$ cat src/rtl/pwlti_pkg.sv
// shared constants, codes and types of the piecewise linear table interpolator
`timescale 1ns / 1ps
`default_nettype none

package pwlti_pkg;

    localparam int ACT_W   = 2;
    localparam int IDX_W   = 10;
    localparam int TIME_W  = 32;
    localparam int VAL_W   = 32;
    localparam int PROD_W  = 64;
    localparam int DIV_STEPS = PROD_W;
    localparam int DEFAULT_MAX_POINTS = 1024;

    typedef enum logic [ACT_W-1:0] {
        ACT_WRITE   = 2'd0,
        ACT_QUERY   = 2'd1,
        ACT_RESTART = 2'd2
    } action_t;

    typedef enum logic [3:0] {
        S_IDLE,
        S_UB,
        S_CHK0,
        S_DOWN,
        S_UP,
        S_LO,
        S_MUL,
        S_DIV,
        S_RND,
        S_PUT
    } state_t;

    typedef struct packed {
        logic              done;
        logic [PROD_W-1:0] quo;
        logic [TIME_W-1:0] rem;
    } div_stat_t;

endpackage

`default_nettype wire

$ cat src/rtl/pwlti_div.sv
// restoring divider, one quotient bit per cycle
`timescale 1ns / 1ps
`default_nettype none

module pwlti_div (
    input  wire logic                           clk,
    input  wire logic                           rst_n,
    input  wire logic                           start,
    input  wire logic [pwlti_pkg::PROD_W-1:0]   dividend,
    input  wire logic [pwlti_pkg::TIME_W-1:0]   divisor,
    output pwlti_pkg::div_stat_t                stat
);
    import pwlti_pkg::*;

    localparam int CNT_W = $clog2(DIV_STEPS);

    logic              busy_reg, busy_next;
    logic              done_reg, done_next;
    logic [CNT_W-1:0]  cnt_reg, cnt_next;
    logic [PROD_W-1:0] quo_reg, quo_next;
    logic [TIME_W-1:0] rem_reg, rem_next;
    logic [TIME_W-1:0] dvs_reg, dvs_next;
    logic [TIME_W:0]   trial;
    logic              fits;

    assign trial = {rem_reg, quo_reg[PROD_W-1]};
    assign fits  = trial >= {1'b0, dvs_reg};

    always_comb
    begin
        busy_next = busy_reg;
        done_next = 1'b0;
        cnt_next  = cnt_reg;
        quo_next  = quo_reg;
        rem_next  = rem_reg;
        dvs_next  = dvs_reg;
        if (start)
        begin
            busy_next = 1'b1;
            cnt_next  = '0;
            quo_next  = dividend;
            rem_next  = '0;
            dvs_next  = divisor;
        end
        else if (busy_reg)
        begin
            rem_next = fits ? TIME_W'(trial - {1'b0, dvs_reg}) : trial[TIME_W-1:0];
            quo_next = {quo_reg[PROD_W-2:0], fits};
            cnt_next = cnt_reg + 1'b1;
            if (cnt_reg == CNT_W'(DIV_STEPS - 1))
            begin
                busy_next = 1'b0;
                done_next = 1'b1;
            end
        end
    end

    always_ff @(posedge clk or negedge rst_n)
    begin
        if (!rst_n)
        begin
            busy_reg <= 1'b0;
            done_reg <= 1'b0;
            cnt_reg  <= '0;
        end
        else
        begin
            busy_reg <= busy_next;
            done_reg <= done_next;
            cnt_reg  <= cnt_next;
        end
    end

    always_ff @(posedge clk)
    begin
        quo_reg <= quo_next;
        rem_reg <= rem_next;
        dvs_reg <= dvs_next;
    end

    assign stat.done = done_reg;
    assign stat.quo  = quo_reg;
    assign stat.rem  = rem_reg;

endmodule

`default_nettype wire

$ cat config.mk
export PLATFORM = sky130hd
export DESIGN_NAME = pwlti_div
export DESIGN_NICKNAME = d
export VERILOG_FILES = /design/src/rtl/pwlti_pkg.sv /design/src/rtl/pwlti_div.sv
export SDC_FILE = /design/constraint.sdc
export NUM_CORES = 1
export LEC_CHECK = 0
export BUFFER_PORTS_ARGS = -buffer_cell sky130_fd_sc_hd__buf_2
export CAP_MARGIN = 20
export CORE_ASPECT_RATIO = 0.9
export CORE_MARGIN = 2
export CORE_UTILIZATION = 45
export CTS_CLUSTER_DIAMETER = 50
export DETAILED_ROUTE_END_ITERATION = 6
export GPL_ROUTABILITY_DRIVEN = 0
export HOLD_SLACK_MARGIN = 0.08
export PLACE_DENSITY_LB_ADDON = 0.2
export SETUP_SLACK_MARGIN = 0.05
export SYNTH_ARGS = -nofsm -noshare
export SYNTH_HDL_FRONTEND = slang
export SYNTH_SLANG_ARGS = --single-unit
$ cat constraint.sdc
create_clock -name clk -period 2.6 [get_ports clk]
set_input_delay 0.26 -clock clk [delete_from_list [all_inputs] [get_ports clk]]
set_output_delay 0.26 -clock clk [all_outputs]
set_load 0.005 [all_outputs]
== Word-level counts from Yosys, hierarchy flattened ==
Index checks and enable logic that the tools add are counted.

* Add/subtract/negate cells: 2
* Order comparisons: 1
* Equal/unequal tests: 1
* Mux-type cells: 11
* Reduce and logical (&&, ||, !) cells: 1

{| class="wikitable"
|+ Operators with widths
! cell !! count
|-
| 2-to-1 mux 64 bit || 2
|-
| greater-or-equal comparator 33 x 32 -> 1 bit || 1
|-
| 2-to-1 mux 32 bit || 1
|-
| subtractor 32 bit || 1
|-
| 2-to-1 mux 6 bit || 2
|-
| adder 6 x 1 -> 6 bit, second input constant || 1
|-
| == test 6 bit, second input constant || 1
|-
| 2-to-1 mux 1 bit || 6
|-
| nonzero test 2 bit || 1
|}

* Register bits after elaboration: 136
* Input bits: 99
* Output and inout port bits: 97
* Word-level logic and storage cells: 22

== Longest topological paths before layout ==
Gate-level depths: netlist (run 1).

* Depth in word-level cells: 4
* Depth in mapped cells: 14
* Depth with buffers taken out: 12

== Worst setup path after synthesis (run 1) ==
No wires, ideal clock.

* Path kind: reg2reg
* Start: register busy_reg
* End: register quo_reg[0], enable pin
* Setup time: 418 ps
* Arrival: 2445 ps
* Required time: 2182 ps
* Slack: -263 ps
* Cell stages (with the launch flop): 6
* Clock period less this slack: 2863 ps
* Cells stage by stage: dfrtp_1 -> clkbuf_1 -> clkbuf_1 -> clkbuf_1 -> nor2_1 -> inv_1

* Longest elaborated chain between the ends: 1

{| class="wikitable"
|+ Ends and longest elaborated chain
! element !! RTL line !! source
|-
| start: declaration || pwlti_div.sv:17 || <nowiki>logic busy_reg, busy_next;</nowiki>
|-
| start signal: assignment || pwlti_div.sv:68 || <nowiki>busy_reg <= busy_next;</nowiki>
|-
| nonzero test 2 bit (no source line) || - ||
|-
| end signal: assignment || pwlti_div.sv:76 || <nowiki>quo_reg <= quo_next;</nowiki>
|-
| end: declaration || pwlti_div.sv:20 || <nowiki>logic [PROD_W-1:0] quo_reg, quo_next;</nowiki>
|}

No other way between the ends.
A chain may end at the register's enable or synchronous reset.

== Worst setup path in the final report (run 1) ==
* Start: register dvs_reg[26]
* End: register quo_reg[0], data pin

* Longest elaborated chain between the ends: 3

{| class="wikitable"
|+ Ends and longest elaborated chain
! element !! RTL line !! source
|-
| start: declaration || pwlti_div.sv:22 || <nowiki>logic [TIME_W-1:0] dvs_reg, dvs_next;</nowiki>
|-
| start signal: assignment || pwlti_div.sv:78 || <nowiki>dvs_reg <= dvs_next;</nowiki>
|-
| greater-or-equal comparator 33 x 32 -> 1 bit || pwlti_div.sv:27 || <nowiki>assign fits = trial >= {1'b0, dvs_reg};</nowiki>
|-
| 2-to-1 mux 64 bit || pwlti_div.sv:45 || <nowiki>else if (busy_reg)</nowiki>
|-
| 2-to-1 mux 64 bit || pwlti_div.sv:37 || <nowiki>if (start)</nowiki>
|-
| named net quo_next[0] || pwlti_div.sv:20 ||
|}

The timed path passes the listed nets, and every way through them passes these cells. The select of a mux whose other input is x is not followed.

==> results of run 1 <==
-- Yosys cell counts (7+ instances only) --
library cell	number
dfxtp_1	32
nand2_1	45
dfrtp_1	8
inv_1	41
a311oi_1	11
xnor2_1	15
nor2_1	51
ha_1	33
mux2i_1	11
nand3_1	12
and2_1	7
a21oi_1	36
nor3_1	8
xor2_1	16
mux2_2	64
edfxtp_1	96
a211oi_1	16
clkbuf_1	20
a21o_1	17
a31oi_1	7
buf_2	8
o21ai_0	15
-- logic make-up after synthesis --
group	after synthesis
compound gates	139
xor+xnor	31
fa+ha+maj	34
buf+inv	77
flops	136
mux	75
simple gates	169
-- final timing paths --
path	start	end	slack, ns	cells after the start
min in group asynchronous	rst_n	cnt_reg[0]	0.20	2
setup reg to reg	dvs_reg[26]	quo_reg[0]	-0.18	11
max in group asynchronous	rst_n	busy_reg	2.21	2
hold / removal	dividend[45]	quo_reg[45]	0.13	2
hold reg to reg	rem_reg[12]	rem_reg[12]	0.54	2
setup / recovery	dvs_reg[26]	quo_reg[0]	-0.18	11
-- per-layer routing --
layer  share of wire [%]  wire length, um  up-vias  global-route usage, %
met4                 1.5              300        0                   6.60
met5                   0                0        -                      0
met3                 4.7              930       27                   4.67
met1                  44             8610     3048                   28.0
met2                  50             9900      186                   37.8
li1                    -                -     3067                      -
-- metrics by stage --
stage	instance area [sq um]	util (%)	TNS, ns
floorplan	7490	-	0
global placement	9290	57.8	-0.227
detailed placement	9290	57.8	-2.27
CTS	10500	65.2	-0.737
global route	10700	66.7	-7.08
finish	10700	66.7	-3.71
-- cell type report --
cell class / count / area share [%]
clock buffers: 17 / 3.97
clock inverters: 15 / 1.27
well taps: 207 / 2.41
multi-input cells: 448 / 35.8
repair buffers: 330 / 20.3
flip-flops and latches: 136 / 34.8
inverters: 41 / 1.47
-- repair_timing --
action                                  CTS  global route
buffers inserted                          9             2
hold endpoints to repair                 40             0
pin swaps                                23            29
cloned                                    1             2
endpoints found under the setup margin   33            33
hold buffers                             33             0
resized for setup                        45            43
-- power groups by stage --
stage,Combinational (mW),Clock [mW],Sequential [mW]
after floorplan,2.18,0,3.00
after global placement,3.80,0,2.94
after detailed placement,3.84,0,2.96
after CTS,4.30,2.35,2.92
after global routing,5.09,2.45,2.97
final,4.70,2.31,2.93
==> flow_summary.ini, run 1 <==
[synthesis]
synth.top_cell.area_share_pct = 39.2
async_reset_ff_share_pct = 5.88
yosys.area.top_type = edfxtp_1
post_synth_fa_ha_maj_area_fraction_pct = 5.89
synth_compound_area_share_pct = 12.9
ys_types = 62
avgSynthCellArea_sq_um = 11.1
postSynthCellCount = 661
seq_area_frac_synth_pct = 50.6
synth_mux_area_share_pct = 11.3
synth-xor-area-share_pct = 3.69
yosys.area_share.simple_pct = 11.3
ys_ff_latch = 136
synth_top_family_by_area = compound AO/OA/AOI/OAI gates
yosys_warnings = 0
syn_nets = 794
synth_area_leaders = edfxtp_1, mux2_2, dfxtp_1, ha_1, dfrtp_1
synth_edf_count = 96
synthesis.area_sq_um = 7360
synthFlopType = edfxtp_1

[critical_path]
path_class = register to register
path_cells = inv_2, ha_4, a21o_1, a21o_1, a21oi_2, o21ai_1, a211o_1, a211oi_4, nand2_4, buf_12, mux2_2
start_kind = register
end_kind = register
crit_buf_inv = 2
crit_path_max_incr_delay_ns = 0.38
required_ns = 2.77
arrival_ns = 2.95
cp_top_family = compound AO/OA/AOI/OAI gates
slowest_stage = edfxtp_1
crit_path_frequent_cell = a21o_1
crit_fanout = 5

[finish]
drive_above_1_share_pct = 49.2
area_growth_pct = 45.8
seq_area_sq_um = 3730
stdcell_count = 1194
diodes = 0
multi_input_area_sq_um = 3840
largest_register_ffs = 64
nFillCells = 1264
layout_common_cells = buf_2, edfxtp_1, buf_4
fin_nets = 1107
layout_commonest_cell = buf_2

[power_and_ir_drop]
switching_share_pct = 35.9
seqPwrFrac_pct = 29.5
power_leakage_nw = 4.84
switching_power_mw = 3.56
clockPowerShare_pct = 23.2
max-vdd-ir-drop_uv = 633
finalPower_mw = 9.94
p_per_area_nw_per_um2 = 926
p_int_mw = 6.37
pwr-share-comb_pct = 47.3

[route]
drtPass1Iterations = 5
via_per_inst = 5.30
vias = 6328
wl_mm = 19.7
antenna_left = 0
route.detailed.drc = 0
wl_per_cell_um = 16.5
drtIter0Drc = 319

[grt]
grt_pass1_vias = 6285
grt_use_total_pct = 21.9
grt_pass1_wl_mm = 30.9
antenna_found_initial = 0
grt_max_degree = 47
grt_overflow = 0

[sta]
hold_ws_ns = 0.130
tightest_slew_ns = 0.512
finalHoldViolations = 0
finalSetupViolCount = 33
slew_violations = 0
slew_headroom_pct = 65.9
min_period_ns = 2.78
fmax_mhz = 359
rsz0062_at_grt = yes
fin_ws_ns = -0.182
clock_skew_ns = 0.0163
period_share_pct = 107

[floorplan]
num_io_pins = 196
fp.dieW_um = 139
coreArea_sq_um = 16100
chipHeight_um = 125
start_util_pct = 45.8
row_count = 44
die_area_sq_um = 17400

[clock_network]
htreeDepth = 4
cts_tree = yes
numCtsBuffers = 17
cts-root-buf = clkbuf_16
cts_sinks = 136
insertion_delay_ns = 0.43
clk_pin_slew_ns = 0.06
clock_tree.buffer_depth = 2

[worst_hold_path]
hold_class = input port to register

[placed_design]
dp.cells = 1117
post-place-ws_ns = -0.175
dp_hpwl_mm = 13.7
portBuffers = 195

[run_status]
status = finished with violations
violations = setup timing

[job]
drv_cap = 0
Power figures use the tool's default switching activity.
==> run 2: changes to the inputs <==
--- a/config.mk
+++ b/config.mk
@@ -14,7 +14,7 @@
 export DETAILED_ROUTE_END_ITERATION = 6
 export GPL_ROUTABILITY_DRIVEN = 0
 export HOLD_SLACK_MARGIN = 0.08
-export PLACE_DENSITY_LB_ADDON = 0.2
+export PLACE_DENSITY_LB_ADDON = 0.25
 export SETUP_SLACK_MARGIN = 0.05
 export SYNTH_ARGS = -nofsm -noshare
 export SYNTH_HDL_FRONTEND = slang
==> run 2 against run 1 <==
Net effect:
- the flow still finishes with violations (setup timing)
- clock skew fell by 0.0096 ns
- non-clock buffer count shrank 6
- global-route usage down 0.25 points
- critical endpoint is now rem_reg[10]
==> flow_summary.ini, run 2 (synthesized netlist as in run 1, its figures left out) <==
[run_status]
status = finished with violations
violations = setup timing

[sta]
fmax_mhz = 366
finalSetupViolCount = 28
period_share_pct = 105
min_period_ns = 2.73
rsz0062_at_grt = yes
slew_headroom_pct = 45.9
hold_ws_ns = 0.138
slew_violations = 0
finalHoldViolations = 0
fin_ws_ns = -0.131
tns_ns = -1.46
tightest_slew_ns = 0.812
clock_skew_ns = 0.00662

[grt]
grt_overflow = 0
grt_use_total_pct = 21.7
antenna_found_initial = 0
grt_pass1_wl_mm = 30.6
grt_pass1_vias = 6159
grt_max_degree = 141

[placed_design]
portBuffers = 195
post-place-ws_ns = -0.140
place_area_sq_um = 9250
dp_hpwl_mm = 13.3

[clock_network]
clk_pin_slew_ns = 0.06
cts-root-buf = clkbuf_16
clock_tree.buffer_depth = 2
cts_sinks = 136
insertion_delay_ns = 0.42
cts_tree = yes
htreeDepth = 4
numCtsBuffers = 17

[power_and_ir_drop]
pwr-share-comb_pct = 45.4
p_int_mw = 6.65
max-vdd-ir-drop_uv = 710
switching_share_pct = 33.9
clockPowerShare_pct = 25.5
finalPower_mw = 10.1
switching_power_mw = 3.41
power_leakage_nw = 4.83
seqPwrFrac_pct = 29.1
p_per_area_nw_per_um2 = 946

[floorplan]
fp.dieW_um = 139
num_io_pins = 196
start_util_pct = 45.8
chipHeight_um = 125
coreArea_sq_um = 16100
row_count = 44
die_area_sq_um = 17400

[route]
vias = 6304
antenna_left = 0
routed-wl-met2_mm = 9.72
drtPass1Iterations = 4
wirelength_met1_mm = 8.53
via_per_inst = 5.31
route.detailed.drc = 0
highest_layer = met4
wl_mm = 19.7
wl_met3_mm = 1.04
drtIter0Drc = 428
wl_per_cell_um = 16.6

[critical_path]
arrival_ns = 3.05
end_kind = register
crit_fanout = 6
path_class = register to register
start_kind = register
required_ns = 2.92

[finish]
area_growth_pct = 44.6
drive_above_1_share_pct = 47.9
largest_register_ffs = 64
layout_common_cells = buf_2, edfxtp_1, buf_4
nFillCells = 1246
fin_nets = 1101
layout_commonest_cell = buf_2
diodes = 0
stdcell_area_sq_um = 10600

[worst_hold_path]
hold_class = input port to register

[job]
drv_cap = 0
[run 2: worst max-delay path, cell delays in order (launching register included)]
cell and delay, ns:
edfxtp_1 0.36, inv_2 0.05, ha_4 0.26, and2_4 0.13, and3_4 0.22, nand3_4 0.09
o311ai_4 0.25, a221o_2 0.30, nand4_4 0.14, and2_4 0.21, or3b_1 0.36, a311oi_1 0.26
[run 2: routing by layer]
layer  vias up  track usage [%]
li1       3052                -
met1      3033             28.7
met2       190             35.5
met3        29             5.13
met4         0             6.95
met5         -                0
[run 2: final timing paths]
| kind | startpoint | to | slack (ns) | depth (start not counted) |
|---|---|---|---|---|
| worst max-delay path | dvs_reg[11] | rem_reg[10] | -0.13 | 11 |
| worst min-delay path | dividend[44] | quo_reg[44] | 0.14 | 2 |
| worst max register to register | dvs_reg[11] | rem_reg[10] | -0.13 | 11 |
| worst min register to register | rem_reg[12] | rem_reg[12] | 0.51 | 2 |
| max in group asynchronous | rst_n | busy_reg | 2.22 | 2 |
| min in group asynchronous | rst_n | cnt_reg[2] | 0.21 | 2 |
[run 2: layout make-up]
cell class / instances / area [sq um] / area share [%]
Tap cell: 207 / 259 / 2.43
Sequential cell: 136 / 3730 / 35.1
Timing Repair Buffer: 324 / 2120 / 19.9
Clock inverter: 14 / 196 / 1.85
Clock buffer: 18 / 429 / 4.03
Inverter: 41 / 158 / 1.48
Multi-Input combinational cell: 448 / 3740 / 35.2
[run 2: power by group through the flow]
stage / registers, mW / clock network (mW) / logic (mW)
3_3_place_gp: 2.94 / 0 / 3.77
5_1_grt: 2.98 / 2.70 / 4.95
3_5_place_dp: 2.96 / 0 / 3.83
2_1_floorplan: 3.00 / 0 / 2.18
4_1_cts: 2.92 / 2.61 / 4.02
6_report: 2.93 / 2.56 / 4.57
[run 2: stage by stage]
step                      instances  utilization [%]
final                          1188             66.2
after global routing           1188             66.2
after CTS                      1183             64.1
after detailed placement       1112             57.5
after global placement         1112             57.5
after floorplan                 661                -
[run 2: repair_timing]
item / in CTS / in global routing
resized for setup: 14 / 59
pin swaps: 9 / 36
setup buffers: 6 / 3
endpoints found under the hold margin: 40 / 0
cloned: 0 / 2
setup endpoints to repair: 32 / 33
hold buffers: 33 / 0
